==> src/rtl/core/assert_macros.svh <==
// Assertion macros shared by the thermostat RTL.
`ifndef ASSERT_MACROS_SVH
`define ASSERT_MACROS_SVH

`ifndef NO_ASSERTIONS

// Plain property checked at every rising clock edge outside reset.
`define TSQ_ASSERT(label, clk, rst_n, prop, msg) \
    label: assert property (@(posedge clk) disable iff (!rst_n) (prop)) else $error(msg);

// Same-cycle implication.
`define TSQ_ASSERT_IMPL(label, clk, rst_n, ante, cons, msg) \
    label: assert property (@(posedge clk) disable iff (!rst_n) (ante) |-> (cons)) \
        else $error(msg);

// Next-cycle implication.
`define TSQ_ASSERT_NEXT(label, clk, rst_n, ante, cons, msg) \
    label: assert property (@(posedge clk) disable iff (!rst_n) (ante) |=> (cons)) \
        else $error(msg);

`else

`define TSQ_ASSERT(label, clk, rst_n, prop, msg)
`define TSQ_ASSERT_IMPL(label, clk, rst_n, ante, cons, msg)
`define TSQ_ASSERT_NEXT(label, clk, rst_n, ante, cons, msg)

`endif

`endif

==> src/rtl/core/tsq_pkg.sv <==
// Shared types, constants and the duty function of the thermostat block.
package tsq_pkg;

    // Field widths.
    localparam int TEMP_W     = 12;
    localparam int PCT_W      = 7;
    localparam int HYST_W     = 8;
    localparam int MARGIN_W   = 10;
    localparam int STEP_W     = 11;
    localparam int CFG_IDX_W  = 3;
    localparam int CFG_DATA_W = 12;
    localparam int DUTY_W     = 13;
    localparam int CALC_W     = TEMP_W + 2;

    // PWM resolution and the duty reciprocal used to divide by one hundred.
    localparam int DUTY_BITS        = 13;
    localparam int DUTY_SHIFT       = 14;
    localparam int DUTY_RECIP_W     = DUTY_BITS + 8;
    localparam int DUTY_PROD_W      = DUTY_RECIP_W + PCT_W;
    localparam logic [63:0] DUTY_FULL  = (64'd1 << DUTY_BITS) - 64'd1;
    localparam logic [63:0] DUTY_RECIP =
        (DUTY_FULL * (64'd1 << DUTY_SHIFT) + 64'd99) / 64'd100;
    localparam logic [PCT_W-1:0] PCT_MAX = PCT_W'(90);

    // Configuration register indexes.
    typedef enum logic [CFG_IDX_W-1:0] {
        REG_TARGET_TEMP  = 3'd0,
        REG_AUTO_ENABLE  = 3'd1,
        REG_HEAT_PERCENT = 3'd2,
        REG_HYSTERESIS   = 3'd3,
        REG_LOW_MARGIN   = 3'd4,
        REG_MAX_STEP     = 3'd5,
        REG_MIN_VALID    = 3'd6,
        REG_MAX_VALID    = 3'd7
    } cfg_reg_t;

    // Status LED codes.
    typedef enum logic [1:0] {
        LED_OFF   = 2'd0,
        LED_COLD  = 2'd1,
        LED_READY = 2'd2
    } led_mode_t;

    // Configuration register file contents.
    typedef struct packed {
        logic signed [TEMP_W-1:0] target_temp;
        logic                     auto_enable;
        logic [PCT_W-1:0]         heat_percent;
        logic [HYST_W-1:0]        hysteresis;
        logic [MARGIN_W-1:0]      low_margin;
        logic [STEP_W-1:0]        max_step;
        logic signed [TEMP_W-1:0] min_valid;
        logic signed [TEMP_W-1:0] max_valid;
    } cfg_t;

    // Controller status as seen on the result word.
    typedef struct packed {
        logic              heater_on;
        logic [DUTY_W-1:0] heater_duty;
        led_mode_t         led_mode;
        logic              temp_ok;
    } ctrl_status_t;

    // Duty compare value: full scale times the clamped percent, over one hundred.
    // The rounded-up reciprocal keeps the floor exact for percents up to 90.
    function automatic logic [DUTY_W-1:0] duty_of(input logic [PCT_W-1:0] pct);
        logic [PCT_W-1:0]              pct_c;
        logic [DUTY_PROD_W-1:0]        prod;
        logic [DUTY_PROD_W+DUTY_W-1:0] wide;
        pct_c = (pct > PCT_MAX) ? PCT_MAX : pct;
        prod  = DUTY_PROD_W'(pct_c) * DUTY_PROD_W'(DUTY_RECIP[DUTY_RECIP_W-1:0]);
        wide  = {{DUTY_W{1'b0}}, prod} >> DUTY_SHIFT;
        return wide[DUTY_W-1:0];
    endfunction

endpackage

==> src/rtl/core/tsq_channels.sv <==
// Sample and result channel interfaces of the thermostat block.
interface tsq_sample_if;
    logic                             valid;
    logic                             ready;
    logic signed [tsq_pkg::TEMP_W-1:0] temp_sample;

    modport source (output valid, output temp_sample, input ready);
    modport sink   (input valid, input temp_sample, output ready);
endinterface

interface tsq_result_if;
    logic                              valid;
    logic                              ready;
    logic signed [tsq_pkg::TEMP_W-1:0] filtered_temp;
    logic                              heater_on;
    logic [tsq_pkg::DUTY_W-1:0]        heater_duty;
    logic [1:0]                        led_mode;
    logic                              temp_ok;

    modport source (output valid, output filtered_temp, output heater_on,
                    output heater_duty, output led_mode, output temp_ok, input ready);
    modport sink   (input valid, input filtered_temp, input heater_on,
                    input heater_duty, input led_mode, input temp_ok, output ready);
endinterface

==> src/rtl/core/tsq_cfg_regs.sv <==
// Configuration register file of the thermostat block.
module tsq_cfg_regs (
    input  logic                             clk,
    input  logic                             rst_n,
    input  logic                             cfg_wr_en,
    input  logic [tsq_pkg::CFG_IDX_W-1:0]    cfg_index,
    input  logic [tsq_pkg::CFG_DATA_W-1:0]   cfg_wdata,
    output tsq_pkg::cfg_t                    cfg
);

    tsq_pkg::cfg_t cfg_reg;
    tsq_pkg::cfg_t cfg_next;

    // Decode the write into the addressed register.
    always_comb
    begin
        cfg_next = cfg_reg;
        if (cfg_wr_en)
        begin
            unique case (tsq_pkg::cfg_reg_t'(cfg_index))
                tsq_pkg::REG_TARGET_TEMP:
                    cfg_next.target_temp  = $signed(cfg_wdata[tsq_pkg::TEMP_W-1:0]);
                tsq_pkg::REG_AUTO_ENABLE:
                    cfg_next.auto_enable  = cfg_wdata[0];
                tsq_pkg::REG_HEAT_PERCENT:
                    cfg_next.heat_percent = cfg_wdata[tsq_pkg::PCT_W-1:0];
                tsq_pkg::REG_HYSTERESIS:
                    cfg_next.hysteresis   = cfg_wdata[tsq_pkg::HYST_W-1:0];
                tsq_pkg::REG_LOW_MARGIN:
                    cfg_next.low_margin   = cfg_wdata[tsq_pkg::MARGIN_W-1:0];
                tsq_pkg::REG_MAX_STEP:
                    cfg_next.max_step     = cfg_wdata[tsq_pkg::STEP_W-1:0];
                tsq_pkg::REG_MIN_VALID:
                    cfg_next.min_valid    = $signed(cfg_wdata[tsq_pkg::TEMP_W-1:0]);
                tsq_pkg::REG_MAX_VALID:
                    cfg_next.max_valid    = $signed(cfg_wdata[tsq_pkg::TEMP_W-1:0]);
                default:
                    cfg_next = cfg_reg;
            endcase
        end
    end

    // Register file with its reset values.
    always_ff @(posedge clk or negedge rst_n)
    begin
        if (!rst_n)
        begin
            cfg_reg.target_temp  <= 12'sd320;
            cfg_reg.auto_enable  <= 1'b0;
            cfg_reg.heat_percent <= 7'd90;
            cfg_reg.hysteresis   <= 8'd5;
            cfg_reg.low_margin   <= 10'd48;
            cfg_reg.max_step     <= 11'd32;
            cfg_reg.min_valid    <= -12'sd160;
            cfg_reg.max_valid    <= 12'sd960;
        end
        else
        begin
            cfg_reg <= cfg_next;
        end
    end

    assign cfg = cfg_reg;

endmodule

==> src/rtl/core/tsq_qualifier.sv <==
// Sample qualifier: window and step checks that produce the filtered temperature.
`include "assert_macros.svh"

module tsq_qualifier (
    input  logic                              clk,
    input  logic                              rst_n,
    input  logic                              fire,
    input  logic signed [tsq_pkg::TEMP_W-1:0] sample,
    input  tsq_pkg::cfg_t                     cfg,
    output logic signed [tsq_pkg::TEMP_W-1:0] qual_next,
    output logic signed [tsq_pkg::TEMP_W-1:0] filtered_temp
);

    logic signed [tsq_pkg::TEMP_W-1:0] last_sample_reg;
    logic signed [tsq_pkg::TEMP_W-1:0] qual_reg;
    logic signed [tsq_pkg::TEMP_W:0]   diff;
    logic [tsq_pkg::TEMP_W:0]          diff_mag;
    logic                              in_window;
    logic                              step_ok;

    // Window test and step size against the previous raw sample.
    always_comb
    begin
        in_window = (sample > cfg.min_valid) && (sample < cfg.max_valid);
        diff      = $signed({sample[tsq_pkg::TEMP_W-1], sample})
                  - $signed({last_sample_reg[tsq_pkg::TEMP_W-1], last_sample_reg});
        diff_mag  = diff[tsq_pkg::TEMP_W] ? $unsigned(-diff) : $unsigned(diff);
        step_ok   = diff_mag < {{(tsq_pkg::TEMP_W + 1 - tsq_pkg::STEP_W){1'b0}},
                                cfg.max_step};
        if (!in_window)
            qual_next = last_sample_reg;
        else if (step_ok)
            qual_next = sample;
        else
            qual_next = qual_reg;
    end

    // Qualifier state, updated once per processed word.
    always_ff @(posedge clk or negedge rst_n)
    begin
        if (!rst_n)
        begin
            last_sample_reg <= '0;
            qual_reg        <= '0;
        end
        else if (fire)
        begin
            last_sample_reg <= sample;
            qual_reg        <= qual_next;
        end
    end

    assign filtered_temp = qual_reg;

    // An out-of-window sample falls back to the previous raw sample.
    `TSQ_ASSERT_NEXT(a_window_fallback, clk, rst_n, fire && !in_window, qual_reg == $past(last_sample_reg), "out-of-window sample did not take previous raw sample")

endmodule

==> src/rtl/core/tsq_control.sv <==
// Heater and LED controller with hysteresis, plus the PWM duty value.
`include "assert_macros.svh"

module tsq_control (
    input  logic                              clk,
    input  logic                              rst_n,
    input  logic                              fire,
    input  logic signed [tsq_pkg::TEMP_W-1:0] qual_next,
    input  tsq_pkg::cfg_t                     cfg,
    output tsq_pkg::ctrl_status_t             status
);

    logic                        heater_reg;
    logic                        heater_next;
    tsq_pkg::led_mode_t          led_reg;
    tsq_pkg::led_mode_t          led_next;
    logic                        ready_reg;
    logic                        ready_next;
    logic                        was_enabled_reg;
    logic                        was_enabled_next;
    logic [tsq_pkg::DUTY_W-1:0]  duty_reg;

    logic signed [tsq_pkg::CALC_W-1:0] temp_w;
    logic signed [tsq_pkg::CALC_W-1:0] target_w;
    logic signed [tsq_pkg::CALC_W-1:0] band_lo;
    logic signed [tsq_pkg::CALC_W-1:0] band_hi;
    logic signed [tsq_pkg::CALC_W-1:0] cold_lvl;

    // Thresholds around the setpoint, widened so no sum wraps.
    always_comb
    begin
        temp_w   = tsq_pkg::CALC_W'(qual_next);
        target_w = tsq_pkg::CALC_W'(cfg.target_temp);
        band_lo  = target_w - $signed({{(tsq_pkg::CALC_W - tsq_pkg::HYST_W){1'b0}},
                                       cfg.hysteresis});
        band_hi  = target_w + $signed({{(tsq_pkg::CALC_W - tsq_pkg::HYST_W){1'b0}},
                                       cfg.hysteresis});
        cold_lvl = target_w - $signed({{(tsq_pkg::CALC_W - tsq_pkg::MARGIN_W){1'b0}},
                                       cfg.low_margin});
    end

    // Next controller state; disabling forces heater and LED off once.
    always_comb
    begin
        heater_next      = heater_reg;
        led_next         = led_reg;
        ready_next       = ready_reg;
        was_enabled_next = was_enabled_reg;
        if (!cfg.auto_enable)
        begin
            if (was_enabled_reg)
            begin
                was_enabled_next = 1'b0;
                heater_next      = 1'b0;
                led_next         = tsq_pkg::LED_OFF;
            end
        end
        else
        begin
            was_enabled_next = 1'b1;
            if (temp_w < band_lo)
                heater_next = 1'b1;
            else if (temp_w > band_hi)
                heater_next = 1'b0;

            if (temp_w < cold_lvl)
            begin
                led_next   = tsq_pkg::LED_COLD;
                ready_next = 1'b0;
            end
            else if (temp_w > band_lo)
            begin
                led_next   = tsq_pkg::LED_READY;
                ready_next = 1'b1;
            end
        end
    end

    // Controller state and the duty value for this word.
    always_ff @(posedge clk or negedge rst_n)
    begin
        if (!rst_n)
        begin
            heater_reg      <= 1'b0;
            led_reg         <= tsq_pkg::LED_OFF;
            ready_reg       <= 1'b0;
            was_enabled_reg <= 1'b1;
            duty_reg        <= '0;
        end
        else if (fire)
        begin
            heater_reg      <= heater_next;
            led_reg         <= led_next;
            ready_reg       <= ready_next;
            was_enabled_reg <= was_enabled_next;
            duty_reg        <= tsq_pkg::duty_of(cfg.heat_percent);
        end
    end

    // Duty reads zero while the heater is off.
    always_comb
    begin
        status.heater_on   = heater_reg;
        status.heater_duty = heater_reg ? duty_reg : '0;
        status.led_mode    = led_reg;
        status.temp_ok     = ready_reg;
    end

    // A disabled word leaves heater and LED off.
    `TSQ_ASSERT_NEXT(a_disable_forces_off, clk, rst_n, fire && !cfg.auto_enable, !heater_reg && (led_reg == tsq_pkg::LED_OFF), "disabled control left heater or LED on")
    // LED and ready flag agree while the LED shows cold or ready.
    `TSQ_ASSERT_IMPL(a_cold_not_ok, clk, rst_n, led_reg == tsq_pkg::LED_COLD, !ready_reg, "cold LED with ok flag set")
    `TSQ_ASSERT_IMPL(a_ready_is_ok, clk, rst_n, led_reg == tsq_pkg::LED_READY, ready_reg, "ready LED with ok flag clear")

endmodule

==> src/rtl/core/thermostat_with_sample_qualifier.sv <==
// Top level of the thermostat with sample qualifier.
//
//   channel   direction  word contents
//   sample    in         temp_sample
//   result    out        filtered_temp, heater_on, heater_duty, led_mode, temp_ok
//   cfg       in         cfg_wr_en, cfg_index, cfg_wdata (write only)
//
// One word per cycle sustained while the result side takes each word. A word accepted
// into the sample register passes the qualifier and controller and, once the result
// slot is free, updates the registered result state, which the result channel offers.
// Reset is asynchronous and active low and leaves the block ready at once.
// A stalled result holds the state; the sample register still takes one word.
`include "assert_macros.svh"

module thermostat_with_sample_qualifier (
    input  logic                           clk,
    input  logic                           rst_n,
    tsq_sample_if.sink                     sample,
    tsq_result_if.source                   result,
    input  logic                           cfg_wr_en,
    input  logic [tsq_pkg::CFG_IDX_W-1:0]  cfg_index,
    input  logic [tsq_pkg::CFG_DATA_W-1:0] cfg_wdata
);

    tsq_pkg::cfg_t                     cfg;
    tsq_pkg::ctrl_status_t             status;
    logic                              s1_valid_reg;
    logic signed [tsq_pkg::TEMP_W-1:0] s1_sample_reg;
    logic                              out_valid_reg;
    logic                              advance;
    logic                              fire;
    logic signed [tsq_pkg::TEMP_W-1:0] qual_next;
    logic signed [tsq_pkg::TEMP_W-1:0] filtered_temp;

    tsq_cfg_regs u_cfg (
        .clk       (clk),
        .rst_n     (rst_n),
        .cfg_wr_en (cfg_wr_en),
        .cfg_index (cfg_index),
        .cfg_wdata (cfg_wdata),
        .cfg       (cfg)
    );

    // Handshake: the result slot frees when empty or taken.
    assign advance      = !out_valid_reg || result.ready;
    assign fire         = s1_valid_reg && advance;
    assign sample.ready = !s1_valid_reg || advance;

    // Input register and result valid flag.
    always_ff @(posedge clk or negedge rst_n)
    begin
        if (!rst_n)
        begin
            s1_valid_reg  <= 1'b0;
            out_valid_reg <= 1'b0;
        end
        else
        begin
            if (sample.valid && sample.ready)
                s1_valid_reg <= 1'b1;
            else if (fire)
                s1_valid_reg <= 1'b0;

            if (fire)
                out_valid_reg <= 1'b1;
            else if (result.ready)
                out_valid_reg <= 1'b0;
        end
    end

    // Sample payload register.
    always_ff @(posedge clk)
    begin
        if (sample.valid && sample.ready)
            s1_sample_reg <= sample.temp_sample;
    end

    tsq_qualifier u_qual (
        .clk           (clk),
        .rst_n         (rst_n),
        .fire          (fire),
        .sample        (s1_sample_reg),
        .cfg           (cfg),
        .qual_next     (qual_next),
        .filtered_temp (filtered_temp)
    );

    tsq_control u_ctrl (
        .clk       (clk),
        .rst_n     (rst_n),
        .fire      (fire),
        .qual_next (qual_next),
        .cfg       (cfg),
        .status    (status)
    );

    // Result word comes straight from the updated state.
    assign result.valid         = out_valid_reg;
    assign result.filtered_temp = filtered_temp;
    assign result.heater_on     = status.heater_on;
    assign result.heater_duty   = status.heater_duty;
    assign result.led_mode      = status.led_mode;
    assign result.temp_ok       = status.temp_ok;

    // A processed word always shows up as a result.
    `TSQ_ASSERT_NEXT(a_fire_gives_result, clk, rst_n, fire, out_valid_reg, "processed word gave no result")
    // A held sample stays put while the result side stalls.
    `TSQ_ASSERT_NEXT(a_sample_held, clk, rst_n, s1_valid_reg && !advance, s1_valid_reg && $stable(s1_sample_reg), "held sample changed during stall")

endmodule
==> src/flat_wrapper.sv <==
// flat-port wrapper written by rule: the top's interface ports become plain ports
module thermostat_with_sample_qualifier_flat 
  (clk, rst_n, cfg_wr_en, cfg_index, cfg_wdata, sample_valid, sample_temp_sample, sample_ready, result_valid, result_filtered_temp, result_heater_on, result_heater_duty, result_led_mode, result_temp_ok, result_ready);
  tsq_sample_if sample_i ();
  tsq_result_if result_i ();
  input  logic clk;
  input  logic rst_n;
  input  logic cfg_wr_en;
  input  logic [tsq_pkg::CFG_IDX_W-1:0] cfg_index;
  input  logic [tsq_pkg::CFG_DATA_W-1:0] cfg_wdata;
  input wire logic [$bits(sample_i.valid)-1:0] sample_valid;
  input wire logic [$bits(sample_i.temp_sample)-1:0] sample_temp_sample;
  output wire logic [$bits(sample_i.ready)-1:0] sample_ready;
  output wire logic [$bits(result_i.valid)-1:0] result_valid;
  output wire logic [$bits(result_i.filtered_temp)-1:0] result_filtered_temp;
  output wire logic [$bits(result_i.heater_on)-1:0] result_heater_on;
  output wire logic [$bits(result_i.heater_duty)-1:0] result_heater_duty;
  output wire logic [$bits(result_i.led_mode)-1:0] result_led_mode;
  output wire logic [$bits(result_i.temp_ok)-1:0] result_temp_ok;
  input wire logic [$bits(result_i.ready)-1:0] result_ready;
  assign sample_i.valid = sample_valid;
  assign sample_i.temp_sample = sample_temp_sample;
  assign sample_ready = sample_i.ready;
  assign result_valid = result_i.valid;
  assign result_filtered_temp = result_i.filtered_temp;
  assign result_heater_on = result_i.heater_on;
  assign result_heater_duty = result_i.heater_duty;
  assign result_led_mode = result_i.led_mode;
  assign result_temp_ok = result_i.temp_ok;
  assign result_i.ready = result_ready;
  thermostat_with_sample_qualifier u_core (.clk(clk), .rst_n(rst_n), .sample(sample_i), .result(result_i), .cfg_wr_en(cfg_wr_en), .cfg_index(cfg_index), .cfg_wdata(cfg_wdata));
endmodule
==> config.mk <==
export PLATFORM = sky130hd
export DESIGN_NAME = thermostat_with_sample_qualifier_flat
export DESIGN_NICKNAME = d
export VERILOG_FILES = /design/src/rtl/core/tsq_pkg.sv /design/src/rtl/core/tsq_channels.sv /design/src/rtl/core/tsq_cfg_regs.sv /design/src/rtl/core/tsq_qualifier.sv /design/src/rtl/core/tsq_control.sv /design/src/rtl/core/thermostat_with_sample_qualifier.sv /design/src/flat_wrapper.sv
export VERILOG_INCLUDE_DIRS = /design/src /design/src/rtl/core
export SDC_FILE = /design/constraint.sdc
export NUM_CORES = 1
export LEC_CHECK = 0
export BUFFER_PORTS_ARGS = -buffer_cell sky130_fd_sc_hd__clkbuf_2
export CAP_MARGIN = 20
export CELL_PAD_IN_SITES_DETAIL_PLACEMENT = 1
export CELL_PAD_IN_SITES_GLOBAL_PLACEMENT = 1
export CORE_UTILIZATION = 40
export DETAILED_ROUTE_END_ITERATION = 12
export PLACE_DENSITY = 0.81
export SLEW_MARGIN = 20
export SYNTH_ARGS = -nofsm -noshare
export SYNTH_HDL_FRONTEND = slang
export SYNTH_SLANG_ARGS = --single-unit
==> constraint.sdc <==
create_clock -name clk -period 7.65 [get_ports clk]
set_input_delay 1.1475 -clock clk [delete_from_list [all_inputs] [get_ports clk]]
set_output_delay 1.1475 -clock clk [all_outputs]
set_load 0.05 [all_outputs]
# [After elaboration in Yosys (flattened, before gate mapping)]
# Index checks and enable logic that the tools add are counted.
[classes] addsub=5 multipliers=1 order_cmp=8 n_eq_ne=9 n_mux=20 reduce_logical=23
[op_table] op="12-bit by 13-bit > comparator with 1-bit output" n=2
[op_table] op="12-bit by 13-bit < comparator with 1-bit output" n=2
[op_table] op="7-bit by 20-bit multiplier with 26-bit output (second input constant)" n=1
[op_table] op="13-bit two-way mux" n=2
[op_table] op="12-bit two-way mux" n=2
[op_table] op="2-bit AND reduction" n=8
[op_table] op="12-bit by 9-bit adder with 13-bit output" n=1
[op_table] op="13-bit by 11-bit < comparator with 1-bit output" n=1
[op_table] op="13-bit negation" n=1
[op_table] op="12-bit by 11-bit subtractor with 13-bit output" n=1
[op_table] op="12-bit by 12-bit subtractor with 13-bit output" n=1
[op_table] op="12-bit by 9-bit subtractor with 13-bit output" n=1
[op_table] op="3-bit == test (second input constant)" n=4
[op_table] op="12-bit > comparator" n=1
[op_table] op="12-bit < comparator" n=1
[op_table] op="1-bit two-way mux" n=11
[op_table] op="3-bit AND reduction" n=3
[op_table] op="2-bit two-way mux" n=4
[op_table] op="2-bit nonzero test" n=4
[op_table] op="7-bit > comparator (second input constant)" n=1
[op_table] op="7-bit two-way mux" n=1
[op_table] op="3-bit by 2-bit == test with 1-bit output (second input constant)" n=2
[op_table] op="3-bit inequality test (second input constant)" n=2
[op_table] op="3-bit by 1-bit == test with 1-bit output (second input constant)" n=1
[op_table] op="4 further kinds" n=8
[word_totals] ff_bits=129 input_bits=32 out_inout_bits=31 wordCells=84

# [Depth between registers and ports, before layout]
[logic_depth] word_depth=10 ltp_mapped=34 ltp_nobuf=33

# [Modules after synthesis]
# A second synthesis with hierarchy kept.
[unflattened] cells_unflattened=1197 hier_area_um2=11576.1
[by_module_without_submodules] module="tsq_control" instances=1 cells_each=634 area_each_um2=5193.7 seq_area_each_um2=451.7
[by_module_without_submodules] module="tsq_qualifier" instances=1 cells_each=383 area_each_um2=3085.5 seq_area_each_um2=600.6
[by_module_without_submodules] module="tsq_cfg_regs" instances=1 cells_each=160 area_each_um2=2832.7 seq_area_each_um2=1853.0
[by_module_without_submodules] module="thermostat_with_sample_qualifier" instances=1 cells_each=20 area_each_um2=464.2 seq_area_each_um2=410.4

# [Worst setup path after synthesis]
# No wires, ideal clock.
[synth_timing] path_kind="reg-to-reg" start="register u_core.s1_sample_reg[0] (netlist name)" end="register u_core.u_ctrl.heater_reg" setup_time_ns=0.087 arrival_ns=6.086 required_time_ns=7.563 path_slack_ns=1.477 path_stages_with_launch=35 n_path_buf=2 synth_period_minus_slack_ns=6.173 cell_sequence="edfxtp_1 -> inv_1 -> ha_1 -> fa_1 -> nand2b_1 -> a21oi_1 -> o221ai_1 -> a221o_1 -> clkbuf_1 -> inv_1 -> nor2_1 -> xnor2_1 -> ha_1 -> a21o_1 -> a31oi_1 -> o21ai_0 -> a41oi_1 -> nand2b_1 -> nor4_1 -> nor3_4 -> buf_2 -> nor2_1 -> a21oi_1 -> a21oi_1 -> ha_1 -> nor2b_1 -> o21a_1 -> o21ai_0 -> nand2b_1 -> a21oi_1 -> o21ai_0 -> a21o_1 -> a2111oi_0 -> o311ai_0 -> o211ai_1"
[synth_via] elab_chain_len=9 elab_cells_between_ends=15 cone_classes="2 x add/sub; 5 x order compare; 1 x eq/ne; 5 x mux; 2 x reduce/logical"
[synth_rtl] element="start, declared" line="thermostat_with_sample_qualifier.sv:28" rtl="logic signed [tsq_pkg::TEMP_W-1:0] s1_sample_reg;"
[synth_rtl] element="start signal, assigned" line="thermostat_with_sample_qualifier.sv:75" rtl="s1_sample_reg <= sample.temp_sample;"
[synth_rtl] element="12-bit by 12-bit subtractor with 13-bit output" line="tsq_qualifier.sv:26" rtl="- $signed({last_sample_reg[tsq_pkg::TEMP_W-1], last_sample_reg});"
[synth_rtl] element="13-bit negation" line="tsq_qualifier.sv:27" rtl="diff_mag = diff[tsq_pkg::TEMP_W] ? $unsigned(-diff) : $unsigned(diff);"
[synth_rtl] element="13-bit two-way mux" line="tsq_qualifier.sv:27"
[synth_rtl] element="13-bit by 11-bit < comparator with 1-bit output" line="tsq_qualifier.sv:28" rtl="step_ok = diff_mag < {{(tsq_pkg::TEMP_W + 1 - tsq_pkg::STEP_W){1'b0}},"
[synth_rtl] element="12-bit two-way mux" line="tsq_qualifier.sv:32" rtl="else if (step_ok)"
[synth_rtl] element="12-bit two-way mux (*)" line="tsq_qualifier.sv:30" rtl="if (!in_window)"
[synth_rtl] element="net u_core.qual_next (one bit)" line="thermostat_with_sample_qualifier.sv:32" rtl="logic signed [tsq_pkg::TEMP_W-1:0] qual_next;"
[synth_rtl] element="12-bit by 13-bit < comparator with 1-bit output / 12-bit by 13-bit > comparator with 1-bit output (equally long branches)" line="tsq_control.sv:61, tsq_control.sv:63"
[synth_rtl] element="3-bit inequality test (no source line) / 1-bit two-way mux (equally long branches)"
[synth_rtl] element="3-bit AND reduction (no source line) / 1-bit two-way mux (equally long branches)"
[synth_rtl] element="end signal, assigned" line="tsq_control.sv:92" rtl="heater_reg <= heater_next;"
[synth_rtl] element="end, declared" line="tsq_control.sv:13" rtl="logic heater_reg;"
# The timed path passes the listed nets; every way through them passes the cells marked *.
# A chain may end at the register's enable or synchronous reset.

# [Worst setup path after layout]
# Ends and elaborated chain as after synthesis.

==> out/summary.txt <==
status = finished, final reports clean
IO Count = 63
first-pass detailed-route iteration total = 4
Port Buffers = 62
area occupied by multi-input gates = 7048 sq um
wirelength, routed = 31840 um
ant diodes = 0
initial antenna violation count = 1
fin crit share = 92.68%
Hold Crit Class = register to register
pin count of the biggest net entering global routing = 63
Mapped Cells = 1165
critical path's most frequent cell = ha_1
routability congestion estimate = 0.8833
top cell type's share of synthesized area = 21.59%
Iter 0 DRT Violations = 381
syn avg cell area = 9.452 sq um
Setup crit start = u_core.s1_sample_reg[0]
Buffers & Inverters on Critical Path = 1
post-synthesis cell area = 11010 sq um
relative slew slack = 35.55%
cell area power density = 495.2 nW/um^2
Final Hold Fails = 0
register area = 3316 sq um
commonest cells after routing, fill and taps aside = 175 x ha_1, 149 x inv_1, 95 x dfrtp_1
Comb power frac = 68.3%
crit end category = register
vias in the first global route = 9701
warning count from the yosys run = 0
fill count = 3044
HP Start = u_core.u_ctrl.was_enabled_reg
Synth Area in Compound Gates = 14.65%
Vias = 8902
net switching power = 2.944 mW
core area = 26950 sq um
sw frac = 48.00%
unrepaired setup endpoints after global routing = false
critical path startpoint category = register
share of cells above drive strength 1 = 16.59%
Post-synth ARST share = 90.70%
adder-cell area share of the yosys netlist = 24.79%
Worst-Skew Late Latency = 0.43 ns
clock share of power = 14.5%
largest family of logic cells by synthesized area = adder cells
Critical-path top delay cell = fa_1
crit path max fanout = 9
dpl hpwl = 24930 um
vias per inst = 5.645
CTS tree = done
Slew Limit Fails = 0
Internal = 3.190 mW
Highest Clock Rate = 141.0 MHz
post-route ant nets = 0
mux cell area share after synthesis = 7.442%
synth-to-layout area growth = 12.48%
Die ar. = 28200 sq um
post-synthesis xor/xnor area fraction = 4.284%
Seq/Total Area, Yosys = 30.11%
max FFs per register = 73
Lkg Pwr = 5.996 nW
final setup vio count = 0
Routed wire per std cell = 20.19 um
WP data arrival = 7.43 ns
Max-cap violations = 0
Fin Hold WS = 0.4638 ns
first-pass GRT wire length = 51740 um
Fin Setup TNS = 0 ns
TritonCTS Buffers = 17
TritonCTS Sinks = 129
CP delay by family, top = compound AO/OA/AOI/OAI gates
Setup CP Type = register to register
Clk pin slew, worst setup/hold paths = 0.06 ns
Total GRT Usage = 23.65%
Final nets = 1457
top cells by area, synth = dfrtp_1 22%, ha_1 20%, mux2_2 6.4%
Syn Nets = 1399
drt drc = 0
Main synth FF type = dfrtp_1
Initial Utilization = 40.86%
Worst-Margin Slew = 0.9668 ns
Clock Skew = 0.009023 ns
final worst path period need = 7.090 ns
clk root buf = clkbuf_16
most common cell after layout, fill and taps aside = ha_1
post-synth cell types = 70
deepest clock path buffer count = 2
die height = 167.9 um
sequential share of power = 17.2%
#FFs+latches synth = 129
Yosys top cell by area = dfrtp_1
simple-gate share of the synthesized area = 12.48%
reg2reg start = u_core.s1_sample_reg[0]
Die X-Extent = 167.9 um
Post-synth EDFFs = 12
peak supply drop = 0.3773 mV
row count = 60
Final Util = 45.96%
Crit path largest cell delay = 0.57 ns
H-tree Lvls = 4
GRT Residual Overflow = 0
Req. time, crit path = 7.99 ns
[layout make-up]
| class | instances | area share (%) |
|---|---|---|
| clock inverters | 13 | 1.475 |
| clock buffers | 19 | 3.657 |
| well taps | 341 | 3.445 |
| repair buffers | 72 | 3.233 |
| inverters | 149 | 4.516 |
| multi-input cells | 854 | 56.90 |
| flip-flops and latches | 129 | 26.77 |
[metrics by stage]
step / instance area, sq um / power [mW] / cells / worst slack, ns
floorplan: 11010 / 4.071 / 1165 / 1.477
global placement: 11700 / 4.917 / 1542 / 0.7726
detailed placement: 11700 / 5.175 / 1542 / 0.5136
CTS: 12330 / 6.138 / 1574 / 0.4109
global route: 12390 / 6.756 / 1577 / 0.04698
finish: 12390 / 6.134 / 1577 / 0.5601
[cell families after synthesis]
kind of cell | count (synthesis)
compound gates | 255
xor+xnor | 53
fa+ha+maj | 202
buf+inv | 182
flops | 129
mux | 74
simple gates | 270
[path summary, 6_finish.rpt]
path | endpoint | slack, ns | cells past startpoint
max | u_core.u_ctrl.heater_reg | 0.56 | 33
min | u_core.u_ctrl.was_enabled_reg | 0.46 | 2
max reg2reg | u_core.u_ctrl.heater_reg | 0.56 | 33
min reg2reg | u_core.u_ctrl.was_enabled_reg | 0.46 | 2
max in group asynchronous | u_core.u_ctrl.duty_reg[7] | 5.58 | 2
min in group asynchronous | u_core.u_cfg.cfg[33] | 0.77 | 1
[synth_stat cells, types with 5 or more instances]
master,number
dfstp_2,22
or3_1,6
fa_1,27
inv_1,149
o21bai_1,9
mux2i_1,11
nand4_1,13
a21oi_1,70
nor2_1,56
nor2b_1,16
o211ai_1,9
a21o_1,16
nor4_1,5
nor3_1,16
nand3_1,11
o22ai_1,13
o21a_1,17
mux2_2,63
and3_1,5
and2_1,17
nand2b_1,20
dfrtp_1,95
ha_1,175
clkbuf_1,27
nand2_1,79
edfxtp_1,12
o21ai_0,69
xor2_1,16
xnor2_1,36
[metal layers]
metal	wire [um]	track usage (%)
met4	1154	10.05
met2	16260	42.57
met3	940	2.962
met5	0	0
met1	13480	28.30
[tightest hold or removal path: cells and delay by family, from the launching register on]
kind,cells,cell delay [ns]
flops,1,0.37
simple gates,2,0.10
[power groups by stage]
stage               logic (mW)  registers (mW)  clock network [mW]
detailed placement        4.11            1.07                   0
global route              4.76            1.08               0.919
global placement          3.86            1.05                   0
CTS                       4.18            1.06               0.898
finish                    4.19            1.06               0.888
floorplan                 2.95            1.12                   0
[repair_timing]
item,4_1_cts,5_1_grt
hold buffers,0,0
hold endpoints to repair,0,0
resized for setup,0,1
setup endpoints to repair,0,1
buffers inserted,0,3
(Power assumes the default switching activity.)
